File: config.mk
export PLATFORM = sky130hd
export DESIGN_NAME = lswc_cut
export DESIGN_NICKNAME = d
export VERILOG_FILES = /design/src/lswc_pkg.sv /design/src/lswc_cut.sv
export SDC_FILE = /design/constraint.sdc
export NUM_CORES = 2
export LEC_CHECK = 0
export ABC_AREA = 0
export ABC_CLOCK_PERIOD_IN_PS = 18900
export BUFFER_PORTS_ARGS = -buffer_cell sky130_fd_sc_hd__buf_4
export CORE_ASPECT_RATIO = 0.6
export CORE_UTILIZATION = 37
export CTS_BUF_LIST = sky130_fd_sc_hd__clkbuf_4
export DETAILED_ROUTE_END_ITERATION = 12
export PLACE_DENSITY = 0.54
export SLEW_MARGIN = 25
export SYNTH_ARGS = -nofsm -noshare
export SYNTH_HDL_FRONTEND = slang
export SYNTH_SLANG_ARGS = --single-unit
File: constraint.sdc
create_clock -name clk -period 18.9 [get_ports clk]
set_input_delay 3.78 -clock clk [delete_from_list [all_inputs] [get_ports clk]]
set_output_delay 3.78 -clock clk [all_outputs]
set_load 0.03 [all_outputs]
File: src/lswc_pkg.sv
// Shared types and constants for the line segment window clipper.
// Holds outcode bits, register indexes and the edge cut descriptor.
// No dependencies.
package lswc_pkg;

  localparam int CFG_IDX_W = 4;

  localparam logic [CFG_IDX_W-1:0] REG_WIN_XMIN = 4'd0;
  localparam logic [CFG_IDX_W-1:0] REG_WIN_XMAX = 4'd1;
  localparam logic [CFG_IDX_W-1:0] REG_WIN_YMIN = 4'd2;
  localparam logic [CFG_IDX_W-1:0] REG_WIN_YMAX = 4'd3;

  // Outcode bits and the region codes that the clipper handles.
  localparam logic [3:0] OC_INSIDE     = 4'd0;
  localparam logic [3:0] OC_LEFT       = 4'd1;
  localparam logic [3:0] OC_RIGHT      = 4'd2;
  localparam logic [3:0] OC_BELOW      = 4'd4;
  localparam logic [3:0] OC_ABOVE      = 4'd8;
  localparam logic [3:0] OC_LEFT_BELOW = 4'd5;
  localparam logic [3:0] OC_LEFT_ABOVE = 4'd9;

  typedef enum logic {
    MOVE_A = 1'b0,
    MOVE_B = 1'b1
  } move_t;

  typedef enum logic [1:0] {
    EDGE_XMIN = 2'd0,
    EDGE_XMAX = 2'd1,
    EDGE_YMIN = 2'd2,
    EDGE_YMAX = 2'd3
  } edge_t;

  typedef struct packed {
    logic  en;
    move_t mv;
    edge_t edge_sel;
  } cut_desc_t;

endpackage

File: src/lswc_cut.sv
// One edge cut of the clipper: moves one endpoint onto a window edge.
// Pipelined: setup, multiply, overflow check, one quotient bit per stage, merge.
// Depends on lswc_pkg.
module lswc_cut #(
  parameter int W      = 16,
  parameter int SIDE_W = 1
) (
  input  logic                  clk,
  input  logic                  rst_n,
  input  logic                  i_valid,
  input  logic signed [W-1:0]   i_ax,
  input  logic signed [W-1:0]   i_ay,
  input  logic signed [W-1:0]   i_bx,
  input  logic signed [W-1:0]   i_by,
  input  lswc_pkg::cut_desc_t   i_desc,
  input  logic [SIDE_W-1:0]     i_side,
  input  logic signed [W-1:0]   win_xmin,
  input  logic signed [W-1:0]   win_xmax,
  input  logic signed [W-1:0]   win_ymin,
  input  logic signed [W-1:0]   win_ymax,
  output logic                  o_valid,
  output logic signed [W-1:0]   o_ax,
  output logic signed [W-1:0]   o_ay,
  output logic signed [W-1:0]   o_bx,
  output logic signed [W-1:0]   o_by,
  output logic [SIDE_W-1:0]     o_side
);

  localparam int K  = W + 1;      // quotient bits below the saturation point
  localparam int PW = 2 * W + 2;  // product width

  typedef struct packed {
    logic [W-1:0]      ax;
    logic [W-1:0]      ay;
    logic [W-1:0]      bx;
    logic [W-1:0]      by;
    logic              en;
    lswc_pkg::move_t   mv;
    logic              axis_y;
    logic [W-1:0]      e;
    logic              neg;
    logic              den0;
    logic [SIDE_W-1:0] side;
  } ctl_t;

  // Setup stage next values.
  logic              axis_y_nxt;
  logic [W-1:0]      e_nxt, ua, va, ub, vb;
  logic signed [W:0] den_nxt, num_nxt, dlt_nxt;
  ctl_t              ctl_nxt;

  logic              vd_r;
  ctl_t              ctl_d_r;
  logic [W:0]        dmag_d_r, nmag_d_r, den_d_r;

  logic              vm_r;
  ctl_t              ctl_m_r;
  logic [PW-1:0]     prod_m_r;
  logic [W:0]        den_m_r;

  // Divider pipeline; entry 0 is the overflow-check stage.
  logic              vld_r  [0:K];
  ctl_t              ctl_r  [0:K];
  logic [PW-1:0]     rem_r  [0:K];
  logic [K-1:0]      q_r    [0:K];
  logic              ovf_r  [0:K];
  logic [W:0]        dv_r   [0:K];

  always_comb begin
    axis_y_nxt = (i_desc.edge_sel == lswc_pkg::EDGE_YMIN) ||
                 (i_desc.edge_sel == lswc_pkg::EDGE_YMAX);
    case (i_desc.edge_sel)
      lswc_pkg::EDGE_XMIN: e_nxt = win_xmin;
      lswc_pkg::EDGE_XMAX: e_nxt = win_xmax;
      lswc_pkg::EDGE_YMIN: e_nxt = win_ymin;
      lswc_pkg::EDGE_YMAX: e_nxt = win_ymax;
      default:             e_nxt = win_xmin;
    endcase
    ua      = axis_y_nxt ? i_ay : i_ax;
    va      = axis_y_nxt ? i_ax : i_ay;
    ub      = axis_y_nxt ? i_by : i_bx;
    vb      = axis_y_nxt ? i_bx : i_by;
    den_nxt = {ub[W-1], ub} - {ua[W-1], ua};
    num_nxt = {vb[W-1], vb} - {va[W-1], va};
    dlt_nxt = {e_nxt[W-1], e_nxt} - {ua[W-1], ua};
    ctl_nxt.ax     = i_ax;
    ctl_nxt.ay     = i_ay;
    ctl_nxt.bx     = i_bx;
    ctl_nxt.by     = i_by;
    ctl_nxt.en     = i_desc.en;
    ctl_nxt.mv     = i_desc.mv;
    ctl_nxt.axis_y = axis_y_nxt;
    ctl_nxt.e      = e_nxt;
    ctl_nxt.neg    = dlt_nxt[W] ^ num_nxt[W] ^ den_nxt[W];
    ctl_nxt.den0   = den_nxt == '0;
    ctl_nxt.side   = i_side;
  end

  always_ff @(posedge clk) begin
    if (!rst_n) begin
      vd_r     <= 1'b0;
      vm_r     <= 1'b0;
      vld_r[0] <= 1'b0;
    end else begin
      vd_r     <= i_valid;
      vm_r     <= vd_r;
      vld_r[0] <= vm_r;
    end
  end

  always_ff @(posedge clk) begin
    ctl_d_r  <= ctl_nxt;
    dmag_d_r <= dlt_nxt[W] ? -dlt_nxt : dlt_nxt;
    nmag_d_r <= num_nxt[W] ? -num_nxt : num_nxt;
    den_d_r  <= den_nxt[W] ? -den_nxt : den_nxt;

    ctl_m_r  <= ctl_d_r;
    prod_m_r <= dmag_d_r * nmag_d_r;
    den_m_r  <= den_d_r;

    // A quotient of 2**K or more saturates any coordinate anyway.
    ctl_r[0] <= ctl_m_r;
    rem_r[0] <= prod_m_r;
    q_r[0]   <= '0;
    ovf_r[0] <= prod_m_r >= {den_m_r, {K{1'b0}}};
    dv_r[0]  <= den_m_r;
  end

  for (genvar j = 0; j < K; j++) begin : g_div
    localparam int SH = K - 1 - j;
    logic [PW-1:0] trial;
    logic          take;

    assign trial = {{(W + 1){1'b0}}, dv_r[j]} << SH;
    assign take  = rem_r[j] >= trial;

    always_ff @(posedge clk) begin
      if (!rst_n) begin
        vld_r[j+1] <= 1'b0;
      end else begin
        vld_r[j+1] <= vld_r[j];
      end
    end

    always_ff @(posedge clk) begin
      ctl_r[j+1] <= ctl_r[j];
      rem_r[j+1] <= take ? rem_r[j] - trial : rem_r[j];
      q_r[j+1]   <= q_r[j] | (take ? ({{(K - 1){1'b0}}, 1'b1} << SH) : {K{1'b0}});
      ovf_r[j+1] <= ovf_r[j];
      dv_r[j+1]  <= dv_r[j];
    end
  end

  // Merge stage.
  ctl_t                c;
  logic [W-1:0]        va_f, vmv_f, lo_f, hi_f, vclamp, vsat, vnew, nx, ny;
  logic [K:0]          magq;
  logic signed [W+2:0] off, sum;

  localparam logic signed [W+2:0] SMAX = {4'b0000, {(W - 1){1'b1}}};
  localparam logic signed [W+2:0] SMIN = {4'b1111, {(W - 1){1'b0}}};

  always_comb begin
    c     = ctl_r[K];
    va_f  = c.axis_y ? c.ax : c.ay;
    vmv_f = (c.mv == lswc_pkg::MOVE_B) ? (c.axis_y ? c.bx : c.by)
                                       : (c.axis_y ? c.ax : c.ay);
    lo_f  = c.axis_y ? win_xmin : win_ymin;
    hi_f  = c.axis_y ? win_xmax : win_ymax;
    magq  = ovf_r[K] ? {1'b1, {K{1'b0}}} : {1'b0, q_r[K]};
    off   = c.neg ? -$signed({1'b0, magq}) : $signed({1'b0, magq});
    sum   = $signed({{3{va_f[W-1]}}, va_f}) + off;
    if (sum > SMAX) begin
      vsat = {1'b0, {(W - 1){1'b1}}};
    end else if (sum < SMIN) begin
      vsat = {1'b1, {(W - 1){1'b0}}};
    end else begin
      vsat = sum[W-1:0];
    end
    // A segment running along the edge keeps its own coordinate, held in the window.
    if ($signed(vmv_f) < $signed(lo_f)) begin
      vclamp = lo_f;
    end else if ($signed(vmv_f) > $signed(hi_f)) begin
      vclamp = hi_f;
    end else begin
      vclamp = vmv_f;
    end
    vnew = c.den0 ? vclamp : vsat;
    nx   = c.axis_y ? vnew : c.e;
    ny   = c.axis_y ? c.e : vnew;
  end

  always_ff @(posedge clk) begin
    if (!rst_n) begin
      o_valid <= 1'b0;
    end else begin
      o_valid <= vld_r[K];
    end
  end

  always_ff @(posedge clk) begin
    o_side <= c.side;
    o_ax   <= (c.en && c.mv == lswc_pkg::MOVE_A) ? nx : c.ax;
    o_ay   <= (c.en && c.mv == lswc_pkg::MOVE_A) ? ny : c.ay;
    o_bx   <= (c.en && c.mv == lswc_pkg::MOVE_B) ? nx : c.bx;
    o_by   <= (c.en && c.mv == lswc_pkg::MOVE_B) ? ny : c.by;
  end

endmodule

[Yosys cells after proc, flatten, opt, wreduce, memory -nomap -nowiden]
Memory sizes are Yosys's and may differ from the RTL's. A register that Yosys moved wholly into a read port is not among the register bits.
Index checks and enable logic that the tools add are counted.
Word-level totals
  register bits: 341
  memory bits (writable): 2808
  input bits: 136
  output and inout port bits: 66
  logic and storage cells: 218
  memories: 6
Memories
  ctl_r: depth 18, bits a word 86, rd ports 18, clocked after memory_dff 0, write ports 18, RTL line lswc_cut.sv:63  | ctl_t ctl_r [0:K];
  rem_r: depth 18, bits a word 34, rd ports 17, clocked after memory_dff 0, write ports 18, RTL line lswc_cut.sv:64  | logic [PW-1:0] rem_r [0:K];
  dv_r: depth 18, bits a word 17, rd ports 17, clocked after memory_dff 0, write ports 18, RTL line lswc_cut.sv:67  | logic [W:0] dv_r [0:K];
  q_r: depth 18, bits a word 17, rd ports 18, clocked after memory_dff 0, write ports 18, RTL line lswc_cut.sv:65  | logic [K-1:0] q_r [0:K];
  ovf_r: depth 18, bits a word 1, rd ports 18, clocked after memory_dff 0, write ports 18, RTL line lswc_cut.sv:66  | logic ovf_r [0:K];
  vld_r: depth 18, bits a word 1, rd ports 18, clocked after memory_dff 1, write ports 18, RTL line lswc_cut.sv:62  | logic vld_r [0:K];
Operators by class
  add/sub/neg operators: 25
  multipliers: 1
  magnitude comparators: 22
  equal/unequal tests: 3
  mux-type cells: 80
  bitwise logic cells: 38
  reduce and logical (&&, ||, !) cells: 6
Operators with widths (number)
  $mux 34: 17
  $mux 16: 24
  $pmux 16 s4: 1
  $neg 17->17: 3
  $sub 16x16->17: 3
  $ge 34x17->1: 1
  $ge 34x18->1: 1
  $ge 34x19->1: 1
  $ge 34x20->1: 1
  $ge 34x21->1: 1
  $ge 34x22->1: 1
  $ge 34x23->1: 1
  $ge 34x24->1: 1
  $ge 34x25->1: 1
  $ge 34x26->1: 1
  $ge 34x27->1: 1
  $ge 34x28->1: 1
  $ge 34x29->1: 1
  $ge 34x30->1: 1
  $ge 34x31->1: 1
  $ge 34x32->1: 1
  $ge 34x33->1: 1
  $ge 34x34->1: 1
  $mul 17x17->34: 1
  other kinds (67): 108

[Depth between registers and ports, before layout]
An unclocked memory read counts as a cell.
  depth in word-level cells: 11
  depth in mapped cells: 25
  mapped depth without buffers: 24

[Least setup slack after synthesis]
Ideal clock, no wire load.
  kind: in2reg
  start point: input i_desc[1] in the netlist's numbering
  end point: register nmag_d_r[15]
  library setup time: 0.072 ns
  arrival time: 8.370 ns
  data required time: 18.828 ns
  slack: 10.458 ns
  cell stages on the path: 17
  path buffers: 3
  cell sequence: clkbuf_1 > clkbuf_1 > buf_1 > mux2i_1 > ha_1 > inv_1 > fa_1 > a21o_1 > a221oi_1 > o21bai_1 > a21o_1 > a21oi_1 > xnor2_1 > or3_1 > or3_1 > o41ai_1 > xnor2_1
On the way
  word-level cells in the longest chain between the ends: 6
  elaborated cells on any way between the ends: 8
  those cells by class: add/sub (2); eq/ne (2); mux (3); reduce/logical (1)
Ends and longest elaborated chain
  from (decl): RTL line lswc_cut.sv:15  | input lswc_pkg::cut_desc_t i_desc,
  $eq 2x2->1 (on tied branches): RTL line lswc_cut.sv:70, lswc_cut.sv:71
  $logic_or 1x1->1 *: RTL line lswc_cut.sv:70  | axis_y_nxt = (i_desc.edge_sel == lswc_pkg::EDGE_YMIN) ||
  $mux 16 (on tied branches): RTL line lswc_cut.sv:82, lswc_cut.sv:80
  $sub 16x16->17 *: RTL line lswc_cut.sv:84  | num_nxt = {vb[W-1], vb} - {va[W-1], va};
  $neg 17->17: RTL line lswc_cut.sv:114  | nmag_d_r <= num_nxt[W] ? -num_nxt : num_nxt;
  $mux 16 *: RTL line lswc_cut.sv:114
  to (signal assigned): RTL line lswc_cut.sv:114
  to (decl): RTL line lswc_cut.sv:54  | logic [W:0] dmag_d_r, nmag_d_r, den_d_r;
Every way passes the cells marked *; elsewhere a longest branch is shown, timed or not.
A chain may end at the register's enable or synchronous reset.

[Worst setup path after layout]
  start point: register dmag_d_r[8]
  end point: register prod_m_r[33]
On the way
  word-level cells in the longest chain between the ends: 1
Ends and longest elaborated chain
  from (decl): RTL line lswc_cut.sv:54
  from (signal assigned): RTL line lswc_cut.sv:113  | dmag_d_r <= dlt_nxt[W] ? -dlt_nxt : dlt_nxt;
  $mul 17x17->34: RTL line lswc_cut.sv:118  | prod_m_r <= dmag_d_r * nmag_d_r;
  to (signal assigned): RTL line lswc_cut.sv:118
  to (decl): RTL line lswc_cut.sv:58  | logic [PW-1:0] prod_m_r;
Every way passes these cells.

==> summary.md <==
| Metric | Value |
|---|---|
| Outcome | finished, final reports clean |
| Total GRT Usage | 17.3% |
| Nets in the synthesized netlist | 9368 |
| Setup violators final | 0 |
| Post-detailed-route via-to-cell ratio | between 4 and 5 |
| Largest fanout of any net on the critical path | 17 |
| Hold path startpoint | ctl_r[3][60] |
| Layout Skew | 0.0994 ns |
| Sequential element share of the synthesized area | 60.3% |
| Number of H-tree levels | 6 |
| Number of antenna violations at the first check in global routing | 28 |
| Resize count post-CTS | 0 |
| EDFF count, synth | 0 |
| Area growth from synthesis to layout | 13.9% |
| Clock slew at reported path FFs | 0.08 ns |
| Drt first-iter violations | between 3000 and 4000 |
| Worst-skew pair later-pin latency | 1.28 ns |
| Worst-case headroom to the max-slew limit | 23.9% |
| Count of vias placed by the detailed router | 60470 |
| Final wirelength | 233000 um |
| Number of CTS-inserted buffers | roughly 660 |
| R2r startpoint | dmag_d_r[8] |
| Post-synth top area share | 60.3% |
| Ratio of cells with drive above 1 in the final layout | 14.8% |
| Area enclosed by the die boundary | roughly 270000 sq um |
| Post-DP HPWL | 176000 um |
| Clock tree from TritonCTS | done |
| Die boundary height | 400 um |
| Most common flop cell mapped by yosys | dfxtp_1 |
| Cell-by-cell trace of the critical path | nand2_1 -> fa_1 -> inv_1 -> fa_1 -> fa_1 -> fa_1 -> fa_1 -> inv_1 -> fa_1 -> inv_1 -> ha_1 -> nand3_1 -> nor2_1 -> a2111o_1 -> o21ai_0 -> nor4_1 -> o41ai_1 -> o2111a_1 -> o21bai_1 -> a21oi_1 -> xnor2_1 |
| Die width | between 600 and 700 um |
| Antenna viol nets, final | 0 |
| Post-layout min period | 7.74 ns |
| Avg WL per Cell | 17.7 um |
| FF-to-FF setup slack | roughly 11 ns |
| Delay contributed by the slowest stage of the critical path | 0.96 ns |
| TritonCTS sink count | ~2900 |
| Critical path type | register to register |
| Cell type contributing the most total cell area after synthesis | dfxtp_1 |
| First-pass GRT wire length | 356000 um |
| Area inside the core boundary | about 260000 sq um |
| Total of warnings raised by yosys | 0 |
| PnR worst setup slack | 11.16 ns |
| Library cells used by synthesis | 94 |
| Largest net degree at the start of global routing | just under 70 |
| Share of the clock period used by the worst path | approximately two fifths |
| Post-route standard cell area excluding fillers | between 100000 and 150000 sq um |
| Number of I/O port buffers | 201 |
| Hold Path Sink | ctl_r[4][60] |
| Setup slack at placement | 9.98 ns |
| FF+latch count, synth | 2946 |
| Unrepaired setup endpoints after global routing | no |
| Cell row count | 145 |
| Clock buffer depth | 4 |
| Required @ worst endpoint | 20.07 ns |
| Final max-slew violation count | 0 |
| CTS Hold Buffers Added | 0 |
| Cell types with the highest counts after synthesis | dfxtp_1, inv_1, nand2_1, ha_1, nor2_1 |
| Critical Path AT | 8.91 ns |
| Hold Crit Depth | 0 |
| Setup bufs post-CTS | 0 |
| Hold Fails Final Rpt | 0 |
| Element type at the critical path start | register |
| Number of top-level design ports | 202 |
| Cell with the most instances after synthesis | dfxtp_1 |
| Min-Delay Path Class | register to register |
| Post-Route Setup TNS | 0 ns |
| Number of global-route vias before repair | 60627 |
| Final weighted congestion in routability-driven placement | 0.875 |
| Detailed Routing Iterations Pass 1 | 6 |
| Endpoint kind of the worst setup timing path | register |
| Synthesized area per cell | 11.5 sq um |
| Effective utilization at floorplan | 37.4% |
| Asr flop ratio synth | 0% |
| Max-cap viol count | 0 |
| Netlist area before placement | around 98000 sq um |
| Worst Max-Slew Pin Slew | 1.14 ns |
| Timing-limited maximum frequency | 129 MHz |
| Clock Tree Root | clkbuf_4 |
| Fin nets | 10091 |
| Sum of overflow across all layers after global routing | 0 |
| Capture instance of the worst register-to-register path | prod_m_r[33] |
| Post-synthesis cell count | 8470 |
| Cell Area, Placed | 103000 sq um |
| DRC errors left | 0 |
| Cells taking the most area after synthesis | dfxtp_1, ha_1, fa_1 |
| Number of cell instances on the worst register-to-register path | 21 |
| Crit-path slowest cell | dfxtp_1 |
| Most used cell, CP | fa_1 |
-- per-layer routing --
| layer | vias up | wire, um | track usage [%] |
|---|---|---|---|
| li1 | 30150 | - | - |
| met1 | 28207 | 124000 | 26.9 |
| met2 | 1748 | 86500 | 22.4 |
| met3 | 353 | 16200 | 4.71 |
| met4 | 12 | 5480 | 5.55 |
| met5 | - | 80 | 0 |
-- placed cells by master (no fill, tap or decap), drive strengths merged, types with 31 or more instances in the layout --
| cell | synthesis | layout |
|---|---|---|
| a211oi | 37 | 37 |
| a21o | 124 | 124 |
| a21oi | 384 | 384 |
| a31oi | 36 | 36 |
| and2 | 171 | 171 |
| and3 | 36 | 36 |
| buf | 34 | 234 |
| clkbuf | 139 | 919 |
| clkinv | 2 | 143 |
| dfxtp | 2946 | 2946 |
| fa | 244 | 244 |
| ha | 518 | 518 |
| inv | 706 | 723 |
| mux2 | 91 | 91 |
| mux2i | 101 | 101 |
| nand2 | 551 | 551 |
| nand2b | 66 | 66 |
| nand3 | 75 | 75 |
| nand4 | 61 | 61 |
| nor2 | 412 | 412 |
| nor2b | 87 | 87 |
| nor3 | 161 | 161 |
| nor4 | 95 | 95 |
| o21a | 81 | 81 |
| o21ai | 388 | 388 |
| o21bai | 32 | 32 |
| o31ai | 53 | 53 |
| or2 | 31 | 31 |
| or3 | 55 | 55 |
| xnor2 | 221 | 221 |
| xor2 | 230 | 230 |
-- area by class of cell --
class,count,area (sq um)
repair buffers,234,1760
well taps,3528,4410
flip-flops and latches,2946,59000
inverters,708,2660
multi-input cells,4640,35400
fillers,24782,150000
clock inverters,184,1250
diodes,12,30.0
clock buffers,919,6900
-- critical path: cells and delay by family, from the launching register on --
family | cells | cell delay, ns
AOI/OAI and AO/OA | 6 | 2.28
xor gates and xnor gates | 1 | 0.13
adders and majority gates | 7 | 3.47
buffers and inverters | 3 | 0.16
DFF | 1 | 0.96
and+or+nand+nor | 4 | 0.61
-- worst max path at each step --
stage | from | end | slack [ns] | cells after the start
floorplan | i_desc[1] | nmag_d_r[15] | 10.46 | 17
CTS | nmag_d_r[10] | prod_m_r[33] | 11.24 | 23
global route | dmag_d_r[10] | prod_m_r[33] | 10.82 | 21
finish | dmag_d_r[8] | prod_m_r[33] | 11.16 | 21
detailed placement | i_desc[1] | dmag_d_r[9] | 9.98 | 16
global placement | i_desc[1] | dmag_d_r[6] | 9.99 | 16
-- metrics by stage --
| step | utilization [%] | instances | hold slack, ns |
|---|---|---|---|
| 2_1_floorplan | - | 8470 | 0.310 |
| 3_3_place_gp | 39.5 | 12056 | 0.310 |
| 3_5_place_dp | 39.5 | 12056 | 0.312 |
| 4_1_cts | 42.6 | 13159 | 0.204 |
| 5_1_grt | 42.6 | 13161 | 0.232 |
| 6_report | 42.6 | 13171 | 0.260 |
-- flip-flops by register name, summed over array words and instances, names as in the netlist, 16 cells and up --
register / count
o_bx: 16
o_ay: 16
vld_r: 18
o_by: 16
dv_r: 289
o_ax: 16
q_r: 153
ctl_d_r: 86
den_m_r: 17
rem_r: 578
ovf_r: 18
ctl_r: 1548
dmag_d_r: 17
nmag_d_r: 17
prod_m_r: 34
den_d_r: 17
ctl_m_r: 86
-- kinds of logic (layout without fill, tap and decap cells) --
| logic type | after synthesis | count (layout) | synth area share (%) |
|---|---|---|---|
| AO/OA/AOI/OAI | 1324 | 1324 | 8.50 |
| adder cells (fa/ha/maj) | 762 | 762 | 11.6 |
| other | 0 | 12 | 0 |
| multiplexers | 208 | 208 | 2.45 |
| buffers and inverters | 884 | 2045 | 3.53 |
| XOR/XNOR | 451 | 451 | 4.04 |
| AND/OR/NAND/NOR | 1895 | 1895 | 9.56 |
| flip-flops | 2946 | 2946 | 60.3 |
Power is left out: the tool's default activity adds up to more than one toggle a clock period on the data nets, which glitch-free logic cannot reach.
